===== config.mk =====
export PLATFORM = sky130hd
export DESIGN_NAME = box_iou_fixed_point
export DESIGN_NICKNAME = d
export VERILOG_FILES = /design/src/design/biou_pkg.sv /design/src/design/biou_divider.sv /design/src/design/box_iou_fixed_point.sv
export SDC_FILE = /design/constraint.sdc
export NUM_CORES = 2
export LEC_CHECK = 0
export ABC_AREA = 1
export BUFFER_PORTS_ARGS = -buffer_cell sky130_fd_sc_hd__buf_2
export CAP_MARGIN = 40
export CORE_MARGIN = 2
export CORE_UTILIZATION = 45
export DETAILED_ROUTE_END_ITERATION = 7
export GPL_TIMING_DRIVEN = 0
export HOLD_SLACK_MARGIN = 0.08
export PLACE_DENSITY = 0.67
export SKIP_CTS_REPAIR_TIMING = 1
export SLEW_MARGIN = 20
export SYNTH_ARGS = -nofsm -noshare
export SYNTH_HDL_FRONTEND = slang
export SYNTH_SLANG_ARGS = --single-unit

===== constraint.sdc =====
create_clock -name clk_i -period 6.2 [get_ports clk_i]
set_input_delay 1.55 -clock clk_i [delete_from_list [all_inputs] [get_ports clk_i]]
set_output_delay 1.55 -clock clk_i [all_outputs]
set_load 0.03 [all_outputs]

===== src/design/biou_pkg.sv =====
// shared constants and item types for the box iou pipeline
package biou_pkg;

  localparam int FIELD_BITS      = 12;
  localparam int COORD_BITS      = 12;
  localparam int RATIO_FRAC_BITS = 15;
  localparam int RATIO_BITS      = 16;
  localparam int OVERLAP_BITS    = 24;
  localparam int UNION_BITS      = 25;

  localparam int OV_W   = 2 * COORD_BITS;
  localparam int AREA_W = 2 * COORD_BITS + 2;
  localparam int DEN_W  = 2 * COORD_BITS + 1;
  localparam int UN_W   = 2 * COORD_BITS + 3;
  localparam int NUM_W  = OV_W + RATIO_FRAC_BITS + 1;

  localparam int QUO_BITS   = RATIO_FRAC_BITS + 1;
  localparam int DIV_STEP   = 2;
  localparam int DIV_STAGES = (QUO_BITS + DIV_STEP - 1) / DIV_STEP;
  localparam int RATIO_MAX  = 2 ** RATIO_BITS - 1;

  typedef struct packed {
    logic [FIELD_BITS-1:0] first_left;
    logic [FIELD_BITS-1:0] first_top;
    logic [FIELD_BITS-1:0] first_right;
    logic [FIELD_BITS-1:0] first_bottom;
    logic [FIELD_BITS-1:0] second_left;
    logic [FIELD_BITS-1:0] second_top;
    logic [FIELD_BITS-1:0] second_right;
    logic [FIELD_BITS-1:0] second_bottom;
  } biou_in_t;

  typedef struct packed {
    logic [RATIO_BITS-1:0]   iou_ratio;
    logic [OVERLAP_BITS-1:0] overlap_area;
    logic [UNION_BITS-1:0]   union_area;
    logic                    ratio_valid;
  } biou_out_t;

  // one slot of the divider pipeline
  typedef struct packed {
    logic [DEN_W-1:0]    rem;
    logic [QUO_BITS-1:0] low;
    logic [QUO_BITS-1:0] quo;
    logic [DEN_W-1:0]    den;
    logic [OV_W-1:0]     ov;
    logic                ok;
  } biou_div_st_t;

  typedef struct packed {
    logic [NUM_W-1:0] num;
    logic [DEN_W-1:0] den;
    logic [OV_W-1:0]  ov;
    logic             ok;
  } biou_div_in_t;

endpackage


===== src/design/biou_divider.sv =====
// pipelined restoring divider, two quotient bits per stage
module biou_divider (
  input  logic                  clk_i,
  input  logic                  rst_ni,
  input  logic                  valid_i,
  input  biou_pkg::biou_div_in_t in_i,
  output logic                  valid_o,
  output biou_pkg::biou_div_st_t out_o
);
  import biou_pkg::*;

  biou_div_st_t            st_d [DIV_STAGES+1];
  biou_div_st_t            st_q [DIV_STAGES+1];
  logic [DIV_STAGES:0]     vld_q;

  function automatic biou_div_st_t div_step(input biou_div_st_t st, input int base);
    biou_div_st_t r;
    logic [DEN_W:0] t;
    logic ge;
    r = st;
    for (int j = 0; j < DIV_STEP; j++) begin
      if (base + j < QUO_BITS) begin
        t     = {r.rem, r.low[QUO_BITS-1]};
        ge    = (t >= {1'b0, r.den});
        r.low = {r.low[QUO_BITS-2:0], 1'b0};
        r.rem = ge ? DEN_W'(t - {1'b0, r.den}) : t[DEN_W-1:0];
        r.quo = {r.quo[QUO_BITS-2:0], ge};
      end
    end
    return r;
  endfunction

  always_comb begin
    // upper numerator bits are below the divisor, so they seed the remainder
    st_d[0].rem = DEN_W'(in_i.num >> QUO_BITS);
    st_d[0].low = in_i.num[QUO_BITS-1:0];
    st_d[0].quo = '0;
    st_d[0].den = in_i.den;
    st_d[0].ov  = in_i.ov;
    st_d[0].ok  = in_i.ok;
    for (int s = 1; s <= DIV_STAGES; s++) begin
      st_d[s] = div_step(st_q[s-1], (s - 1) * DIV_STEP);
    end
  end

  always_ff @(posedge clk_i or negedge rst_ni) begin
    if (!rst_ni) begin
      vld_q <= '0;
    end else begin
      vld_q <= {vld_q[DIV_STAGES-1:0], valid_i};
    end
  end

  always_ff @(posedge clk_i) begin
    for (int s = 0; s <= DIV_STAGES; s++) begin
      st_q[s] <= st_d[s];
    end
  end

  assign valid_o = vld_q[DIV_STAGES];
  assign out_o   = st_q[DIV_STAGES];

endmodule


===== src/design/box_iou_fixed_point.sv =====
// box_iou_fixed_point: overlap, union and iou ratio of two axis-aligned boxes
//
// An item is two boxes (left, top, right, bottom each) on box_i; it is taken
// at a rising edge where start is high and busy is low. busy stays low: the
// pipeline takes one item every cycle with no gaps.
// The result appears on result_o with done_o high for exactly one cycle,
// after the item has passed one stage for overlap extents and box sides, one
// for the three products, one for the union sum, one to set up the numerator,
// eight stages of a restoring divider at two quotient bits each, and the
// output register. The divider chain sets the latency.
// Throughput is one item per cycle; results leave in the order items came.
// The receiver cannot hold results off, so no backpressure exists inside.
// Reset (rst_ni low, asynchronous) clears all valid bits: items in flight are
// dropped and done_o is low until a new item has gone through.
// iou_ratio is unsigned Q1.15 rounded to nearest, ties up; a union of zero or
// less gives ratio 0, union 0 and ratio_valid low.
module box_iou_fixed_point (
  input  logic                clk_i,
  input  logic                rst_ni,
  input  logic                start,
  output logic                busy,
  input  biou_pkg::biou_in_t  box_i,
  output logic                done_o,
  output biou_pkg::biou_out_t result_o
);
  import biou_pkg::*;

  localparam int LATENCY = 5 + DIV_STAGES;

  logic accept;

  // stage 1: overlap extents and box sides
  logic [COORD_BITS-1:0]        l1, t1, r1, b1, l2, t2, r2, b2;
  logic [COORD_BITS-1:0]        min_r, max_l, min_b, max_t;
  logic [COORD_BITS:0]          w_diff, h_diff;
  logic [COORD_BITS-1:0]        w_d, h_d, w_q, h_q;
  logic signed [COORD_BITS:0]   dx1_d, dy1_d, dx2_d, dy2_d;
  logic signed [COORD_BITS:0]   dx1_q, dy1_q, dx2_q, dy2_q;
  logic                         s1_vld_q;

  // stage 2: products
  logic [OV_W-1:0]              ov_d, s2_ov_q;
  logic signed [AREA_W-1:0]     a1_d, a2_d, s2_a1_q, s2_a2_q;
  logic                         s2_vld_q;

  // stage 3: union
  logic signed [UN_W-1:0]       un_d, s3_un_q;
  logic [OV_W-1:0]              s3_ov_q;
  logic                         s3_vld_q;

  // divider hand-off
  logic                         pos;
  logic [DEN_W-1:0]             den;
  biou_div_in_t                 div_in;
  logic                         div_vld;
  biou_div_st_t                 div_out;
  logic                         done_d_vld;

  biou_out_t                    res_d, res_q;
  logic                         done_q;

  assign busy   = 1'b0;
  assign accept = start && !busy;

  always_comb begin
    l1 = box_i.first_left[COORD_BITS-1:0];
    t1 = box_i.first_top[COORD_BITS-1:0];
    r1 = box_i.first_right[COORD_BITS-1:0];
    b1 = box_i.first_bottom[COORD_BITS-1:0];
    l2 = box_i.second_left[COORD_BITS-1:0];
    t2 = box_i.second_top[COORD_BITS-1:0];
    r2 = box_i.second_right[COORD_BITS-1:0];
    b2 = box_i.second_bottom[COORD_BITS-1:0];
    min_r  = (r1 < r2) ? r1 : r2;
    max_l  = (l1 > l2) ? l1 : l2;
    min_b  = (b1 < b2) ? b1 : b2;
    max_t  = (t1 > t2) ? t1 : t2;
    w_diff = {1'b0, min_r} - {1'b0, max_l};
    h_diff = {1'b0, min_b} - {1'b0, max_t};
    // negative extent means no overlap
    w_d    = w_diff[COORD_BITS] ? '0 : w_diff[COORD_BITS-1:0];
    h_d    = h_diff[COORD_BITS] ? '0 : h_diff[COORD_BITS-1:0];
    dx1_d  = $signed({1'b0, r1}) - $signed({1'b0, l1});
    dy1_d  = $signed({1'b0, b1}) - $signed({1'b0, t1});
    dx2_d  = $signed({1'b0, r2}) - $signed({1'b0, l2});
    dy2_d  = $signed({1'b0, b2}) - $signed({1'b0, t2});
  end

  assign ov_d = OV_W'(w_q) * OV_W'(h_q);
  assign a1_d = AREA_W'(dy1_q) * AREA_W'(dx1_q);
  assign a2_d = AREA_W'(dy2_q) * AREA_W'(dx2_q);

  assign un_d = UN_W'(s2_a1_q) + UN_W'(s2_a2_q) - UN_W'($signed({1'b0, s2_ov_q}));

  always_comb begin
    pos = !s3_un_q[UN_W-1] && (s3_un_q != '0);
    // a dummy divisor of one keeps the divider well defined for empty unions
    den = pos ? DEN_W'(s3_un_q) : DEN_W'(1);
    div_in.den = den;
    div_in.num = pos ? ((NUM_W'(s3_ov_q) << RATIO_FRAC_BITS) + NUM_W'(den >> 1)) : '0;
    div_in.ov  = s3_ov_q;
    div_in.ok  = pos;
    div_vld    = s3_vld_q;
  end

  biou_divider u_div (
    .clk_i   (clk_i),
    .rst_ni  (rst_ni),
    .valid_i (div_vld),
    .in_i    (div_in),
    .valid_o (done_d_vld),
    .out_o   (div_out)
  );

  always_comb begin
    res_d.overlap_area = OVERLAP_BITS'(div_out.ov);
    res_d.ratio_valid  = div_out.ok;
    if (div_out.ok) begin
      res_d.union_area = UNION_BITS'(div_out.den);
      if (32'(div_out.quo) > 32'(RATIO_MAX)) begin
        res_d.iou_ratio = RATIO_BITS'(RATIO_MAX);
      end else begin
        res_d.iou_ratio = RATIO_BITS'(div_out.quo);
      end
    end else begin
      res_d.union_area = '0;
      res_d.iou_ratio  = '0;
    end
  end

  always_ff @(posedge clk_i or negedge rst_ni) begin
    if (!rst_ni) begin
      s1_vld_q <= 1'b0;
      s2_vld_q <= 1'b0;
      s3_vld_q <= 1'b0;
      done_q   <= 1'b0;
    end else begin
      s1_vld_q <= accept;
      s2_vld_q <= s1_vld_q;
      s3_vld_q <= s2_vld_q;
      done_q   <= done_d_vld;
    end
  end

  always_ff @(posedge clk_i) begin
    w_q     <= w_d;
    h_q     <= h_d;
    dx1_q   <= dx1_d;
    dy1_q   <= dy1_d;
    dx2_q   <= dx2_d;
    dy2_q   <= dy2_d;
    s2_ov_q <= ov_d;
    s2_a1_q <= a1_d;
    s2_a2_q <= a2_d;
    s3_un_q <= un_d;
    s3_ov_q <= s2_ov_q;
    res_q   <= res_d;
  end

  assign done_o   = done_q;
  assign result_o = res_q;

  // every accepted item comes out after the fixed latency
  assert property (@(posedge clk_i) disable iff (!rst_ni)
    accept |-> ##LATENCY done_o)
    else $error("item accepted but no result after pipeline latency");

  // empty union forces ratio and union to zero
  assert property (@(posedge clk_i) disable iff (!rst_ni)
    (done_o && !result_o.ratio_valid) |->
      (result_o.iou_ratio == '0) && (result_o.union_area == '0))
    else $error("empty union with nonzero ratio or union");

  // a valid ratio never exceeds one and the union covers the overlap
  assert property (@(posedge clk_i) disable iff (!rst_ni)
    (done_o && result_o.ratio_valid) |->
      (32'(result_o.iou_ratio) <= (32'd1 << RATIO_FRAC_BITS)) &&
      (32'(result_o.union_area) >= 32'(result_o.overlap_area)))
    else $error("ratio above one or union below overlap");

  // no overlap means a zero ratio
  assert property (@(posedge clk_i) disable iff (!rst_ni)
    (done_o && (result_o.overlap_area == '0)) |-> (result_o.iou_ratio == '0))
    else $error("nonzero ratio without overlap");

endmodule


### Yosys cells after proc, flatten, opt, wreduce, memory -nomap -nowiden

Memories as Yosys holds them, arrays and structs flattened.
Cells that the tools add are included.

| storage, ports and cells | value |
|---|---|
| register bits | 282 |
| memory bits (writable) | 963 |
| bits of input ports | 99 |
| output and inout port bits | 68 |
| word-level logic and storage cells | 94 |
| memories kept | 1 |

| operators by class | value |
|---|---|
| $add $sub $neg | 25 |
| $mul | 3 |
| magnitude comparators | 20 |
| multiplexer cells | 22 |
| reductions and logical operators | 3 |

Memories:

| name | depth | width | rd ports | clocked after Yosys merged registers in | wr ports | line | RTL |
|---|---|---|---|---|---|---|---|
| u_div.st_q | 9 | 107 | 9 | 0 | 9 | biou_divider.sv:13 | `biou_div_st_t st_q [DIV_STAGES+1];` |

Operators with widths:

| kind | count |
|---|---|
| 25-bit two-way mux | 17 |
| 26-bit by 25-bit >= comparator with 1-bit output | 16 |
| 25-bit subtractor | 16 |
| 12-bit by 12-bit subtractor with 13-bit output | 6 |
| 13-bit by 13-bit multiplier with 26-bit output | 2 |
| 12-bit two-way mux | 4 |
| 39-bit by 24-bit adder with 40-bit output | 1 |
| 40-bit two-way mux | 1 |
| 26-bit by 26-bit adder with 27-bit output | 1 |
| 27-bit nonzero test | 1 |
| 27-bit by 25-bit subtractor with 27-bit output | 1 |
| 12-bit > comparator | 2 |
| 12-bit < comparator | 2 |
| 12-bit by 12-bit multiplier with 24-bit output | 1 |
| 1-bit logical AND | 1 |
| 1-bit logical NOT | 1 |

### Depth between registers and ports, before layout

| depth | value |
|---|---|
| depth in word-level cells | 5 |
| gate-level depth with buffers | 31 |
| depth with buffers taken out | 30 |

### Hierarchy

From an unflattened synthesis, not the netlist that was laid out.

| unflattened totals | value |
|---|---|
| cell total of the unflattened synthesis | 12,016 |
| area total of the unflattened synthesis | 84,041.9 um^2 |

Modules (own cells, without submodules):

| module | times used | cells an instance | area each (um^2) | seq. area each (um^2) |
|---|---|---|---|---|
| biou_divider | 1 | 7,555 | 50,553.5 | 16,600.9 |
| box_iou_fixed_point | 1 | 4,461 | 33,488.4 | 5,485.3 |

### Least setup slack after synthesis

OpenSTA, ideal clock, no wires.

| timing | value |
|---|---|
| path type | reg2reg |
| start point | register dy1_q[12] |
| end point | register s2_a1_q[25] |
| setup time | 0.072 ns |
| arrival time | 5.310 ns |
| required time | 6.128 ns |
| slack | 0.818 ns |
| cell stages (with the launch flop) | 20 |
| path buffers | 1 |
| clock period less this slack | 5.382 ns |
| cells stage by stage | dfxtp_1 -> clkbuf_1 -> nand2_1 -> inv_1 -> fa_1 -> inv_1 -> fa_1 -> inv_1 -> fa_1 -> inv_1 -> fa_1 -> fa_1 -> inv_1 -> ha_1 -> ha_1 -> nand2_1 -> nor3_1 -> nand2_1 -> o2111ai_1 -> xnor2_1 |

| on the way | value |
|---|---|
| cells in the longest elaborated chain, start to end | 1 |

Ends and longest elaborated chain:

| what | line | RTL |
|---|---|---|
| start: declaration | box_iou_fixed_point.sv:38 | `logic signed [COORD_BITS:0] dx1_q, dy1_q, dx2_q, dy2_q;` |
| start signal: assignment | box_iou_fixed_point.sv:149 | `dy1_q <= dy1_d;` |
| 13-bit by 13-bit multiplier with 26-bit output | box_iou_fixed_point.sv:90 | `assign a1_d = AREA_W'(dy1_q) * AREA_W'(dx1_q);` |
| via a1_d[25] | box_iou_fixed_point.sv:43 | `logic signed [AREA_W-1:0] a1_d, a2_d, s2_a1_q, s2_a2_q;` |
| end signal: assignment | box_iou_fixed_point.sv:153 | `s2_a1_q <= a1_d;` |
| end: declaration | box_iou_fixed_point.sv:43 |  |

The timed path passes the listed nets, and every way through them passes these cells.
A chain may end at the register's enable or synchronous reset.

### Worst setup path after layout

| timing | value |
|---|---|
| start point | register dx1_q[10] |
| end point | register s2_a1_q[21] |

| on the way | value |
|---|---|
| cells in the longest elaborated chain, start to end | 1 |

Ends and longest elaborated chain:

| what | line | RTL |
|---|---|---|
| start: declaration | box_iou_fixed_point.sv:38 |  |
| start signal: assignment | box_iou_fixed_point.sv:148 | `dx1_q <= dx1_d;` |
| 13-bit by 13-bit multiplier with 26-bit output | box_iou_fixed_point.sv:90 |  |
| via a1_d[21] | box_iou_fixed_point.sv:43 |  |

The timed path passes the listed nets, and every way through them passes these cells.

==> metrics.md <==
| Metric | Value |
|---|---|
| Synth Instances | `10953` |
| Clock Latency Late Sink | `0.80 ns` |
| Synth Warn # | `0` |
| Final setup viols | `0` |
| Simple-gate portion of the synthesized area | `between 20% and 30%` |
| Num CTS Buffers | `112` |
| DR WL/cell | `~18 µm` |
| Routability congestion estimate | `around 1.0` |
| Net Count, Synth | `about 12000` |
| Worst clock skew | `0.0985 ns` |
| Relative slew slack | `around 45%` |
| Ys flop type | `dfxtp_1` |
| Status | `finished, final reports clean` |
| Layout cell share with drive strength beyond 1 | `about 5.8%` |
| # IOs | `167` |
| Clk sinks | `roughly 1100` |
| Post-synthesis sequential area ratio | `about 27%` |
| Pin count of the biggest net entering global routing | `22` |
| Multi-input gate area | `approximately 49000 µm²` |
| Fin. max-slew vios | `0` |
| Pre-CTS WS | `-0.111 ns` |
| H-tree Lvls | `3` |
| Min cycle time layout | `about 6 ns` |
| Setup CP Type | `register to register` |
| DP Wirelength | `206000 µm` |
| Compound-Gate Fraction of Synth Area | `~7.8%` |
| Crit path cell chain | `clkbuf_1 > nand2_1 > fa_1 > fa_1 > inv_1 > fa_1 > fa_1 > fa_1 > fa_1 > ha_1 > a21oi_1 > a21boi_0 > o21ai_0 > a21oi_1 > o21bai_1 > xor2_1` |
| Root Buffer | `clkbuf_16` |
| Cell Area, Synth | `between 70000 and 80000 µm²` |
| Reg clk slew, reported paths | `roughly 0.07 ns` |
| Avg Inst Size Synth | `7.25 µm²` |
| First-pass GRT wire length | `about 380000 µm` |
| Reg area | `around 22000 µm²` |
| Post-synthesis adder-cell area fraction | `about a quarter` |
| CTS tree | `done` |
| Synthesis-to-finish area growth | `10.1%` |
| Drt via density | `around 5` |
| Initial Util | `a little under half` |
| Drt pass-1 iters | `8` |
| Number of DRC markers in iteration 0 | `approximately 5400` |
| Commonest cells after routing, fill and taps aside | `nand2_1 (3066), inv_1 (2129), dfxtp_1 (1060)` |
| Worst-Margin Slew | `~0.82 ns` |
| Clock buffer depth | `3` |
| Number of distinct library cells after synthesis | `between 50 and 60` |
| Hold Path Class | `register to register` |
| Die ar. | `180000 µm²` |
| Via count | `69935` |
| Max_cap viols | `0` |
| Fin crit share | `a little over nine tenths` |
| Slowest stage delay, CP | `roughly 0.57 ns` |
| Number of synthesized flops with an enable pin | `0` |
| Setup TNS | `0 ns` |
| Core Rows | `roughly 150` |
| Asr flop ratio synth | `1.21%` |
| IO buf count | `approximately 170` |
| Largest family of logic cells by synthesized area | `simple AND/OR/NAND/NOR gates` |
| Post-synthesis register bit count | `around 1100` |
| # nets final | `approximately 13000` |
| Final WL | `~240000 µm` |
| Critical Path RT | `approximately 6.8 ns` |
| FILL cells | `17700` |
| Antenna violations before repair | `6` |
| Die span in y | `between 400 and 500 µm` |
| Congestion Overflow GR | `0` |
| Critical Path Start Type | `register` |
| Hold Fails Final Rpt | `0` |
| GRT Total Usage | `roughly a quarter` |
| Setup WS post-layout | `around 0.20 ns` |
| Commonest non-fill, non-tap cell in the layout | `nand2_1` |
| DIE WIDTH | `~420 µm` |
| Residual DRC | `0` |
| Vias in the first global route | `68056` |
| Synth Area in XOR/XNOR | `4.13%` |
| Proportion of synthesized area in mux cells | `0%` |
| Cell mode on critical path | `fa_1` |
| Crit-path slowest cell | `fa_1` |
| Crit-path max FO | `10` |
| Antenna viol nets, final | `0` |
| Data arrival time of the worst path | `~6.6 ns` |
| CP Capture Type | `register` |
| Fmax achieved | `about 0.17 GHz` |
| Area of the core | `around 180000 µm²` |
==> worst max-delay path, delay by kind of cell (launching register included) <==
family / cells / cell delay [ns]
flip-flops: 1 / 0.45
adder cells (fa/ha/maj): 7 / 3.41
AND/OR/NAND/NOR: 1 / 0.14
AO/OA/AOI/OAI: 5 / 1.17
buffers and inverters: 2 / 0.52
XOR/XNOR: 1 / 0.16
==> synth_stat cells (26+ instances only) <==
master    number  area share, %
nor2_2        26           0.20
o21ai_0      300            1.9
o21ai_1       33           0.21
o21bai_1      67           0.63
inv_1       2129             10
a21o_1        28           0.26
nand2_1     3066             15
ha_1         752             12
nor3_1        69           0.44
xor2_1       207            2.3
buf_6         32           0.45
nand3_1      538            3.4
xnor2_1      167            1.8
clkbuf_1     112           0.53
fa_1         470             12
or2_2         53           0.42
dfxtp_1     1062             27
nand4_1      235            1.9
a21oi_1      549            3.5
nor2_1       731            3.5
==> per-layer routing <==
layer  part of all wire (%)  global-route usage [%]
met5                      0                       0
met4                    4.2                    10.8
met3                    6.0                    3.10
met2                     46                    43.7
met1                     44                    35.5
==> sequential cells by signal, indices dropped and copies added (netlist names), 24 cells and up <==
| register | flops |
|---|---|
| s2_a2_q | 26 |
| s2_ov_q | 24 |
| s3_ov_q | 24 |
| s2_a1_q | 26 |
| s3_un_q | 27 |
| result_o | 66 |
| u_div.st_q | 793 |
==> cell families (layout without fill, tap and decap cells) <==
family	count (synthesis)	in the layout
AND/OR/NAND/NOR	4847	4847
adder cells (fa/ha/maj)	1222	1222
AO/OA/AOI/OAI	1105	1105
XOR/XNOR	374	374
other	1	6
flip-flops	1075	1075
buffers and inverters	2329	2710
==> layout make-up <==
cell class	count	area share [%]
repair buffers	170	0.990
inverters	2146	9.22
plain buffers	181	1.20
multi-input cells	7549	55.8
clock inverters	82	1.28
diodes	5	0.0143
flip-flops and latches	1075	24.7
well taps	2340	3.35
clock buffers	131	3.46
==> metrics by stage <==
stage / hold slack [ns] / instances / util, % / cell area (µm²)
after floorplan: 0.310 / 10953 / - / 79400
after global placement: 0.310 / 13458 / 47.3 / 83100
after detailed placement: 0.312 / 13462 / 47.3 / 83100
after CTS: 0.269 / 13675 / 49.7 / 87300
after global routing: 0.285 / 13674 / 49.7 / 87300
final: 0.289 / 13679 / 49.7 / 87400
==> worst paths after layout <==
check | start | to | slack [ns] | cells after the start
hold reg to reg | u_div.st_q[0][2] | u_div.st_q[0][109] | 0.29 | 0
hold / removal | u_div.st_q[0][2] | u_div.st_q[0][109] | 0.29 | 0
min in group asynchronous | rst_ni | u_div.vld_q[5] | 0.66 | 1
setup reg to reg | dx1_q[10] | s2_a1_q[21] | 0.20 | 16
setup / recovery | dx1_q[10] | s2_a1_q[21] | 0.20 | 16
max in group asynchronous | rst_ni | u_div.vld_q[3] | 5.32 | 1
Power is not shown: default switching activity piles up to over one toggle a cycle in this logic, so the estimate is an artifact.
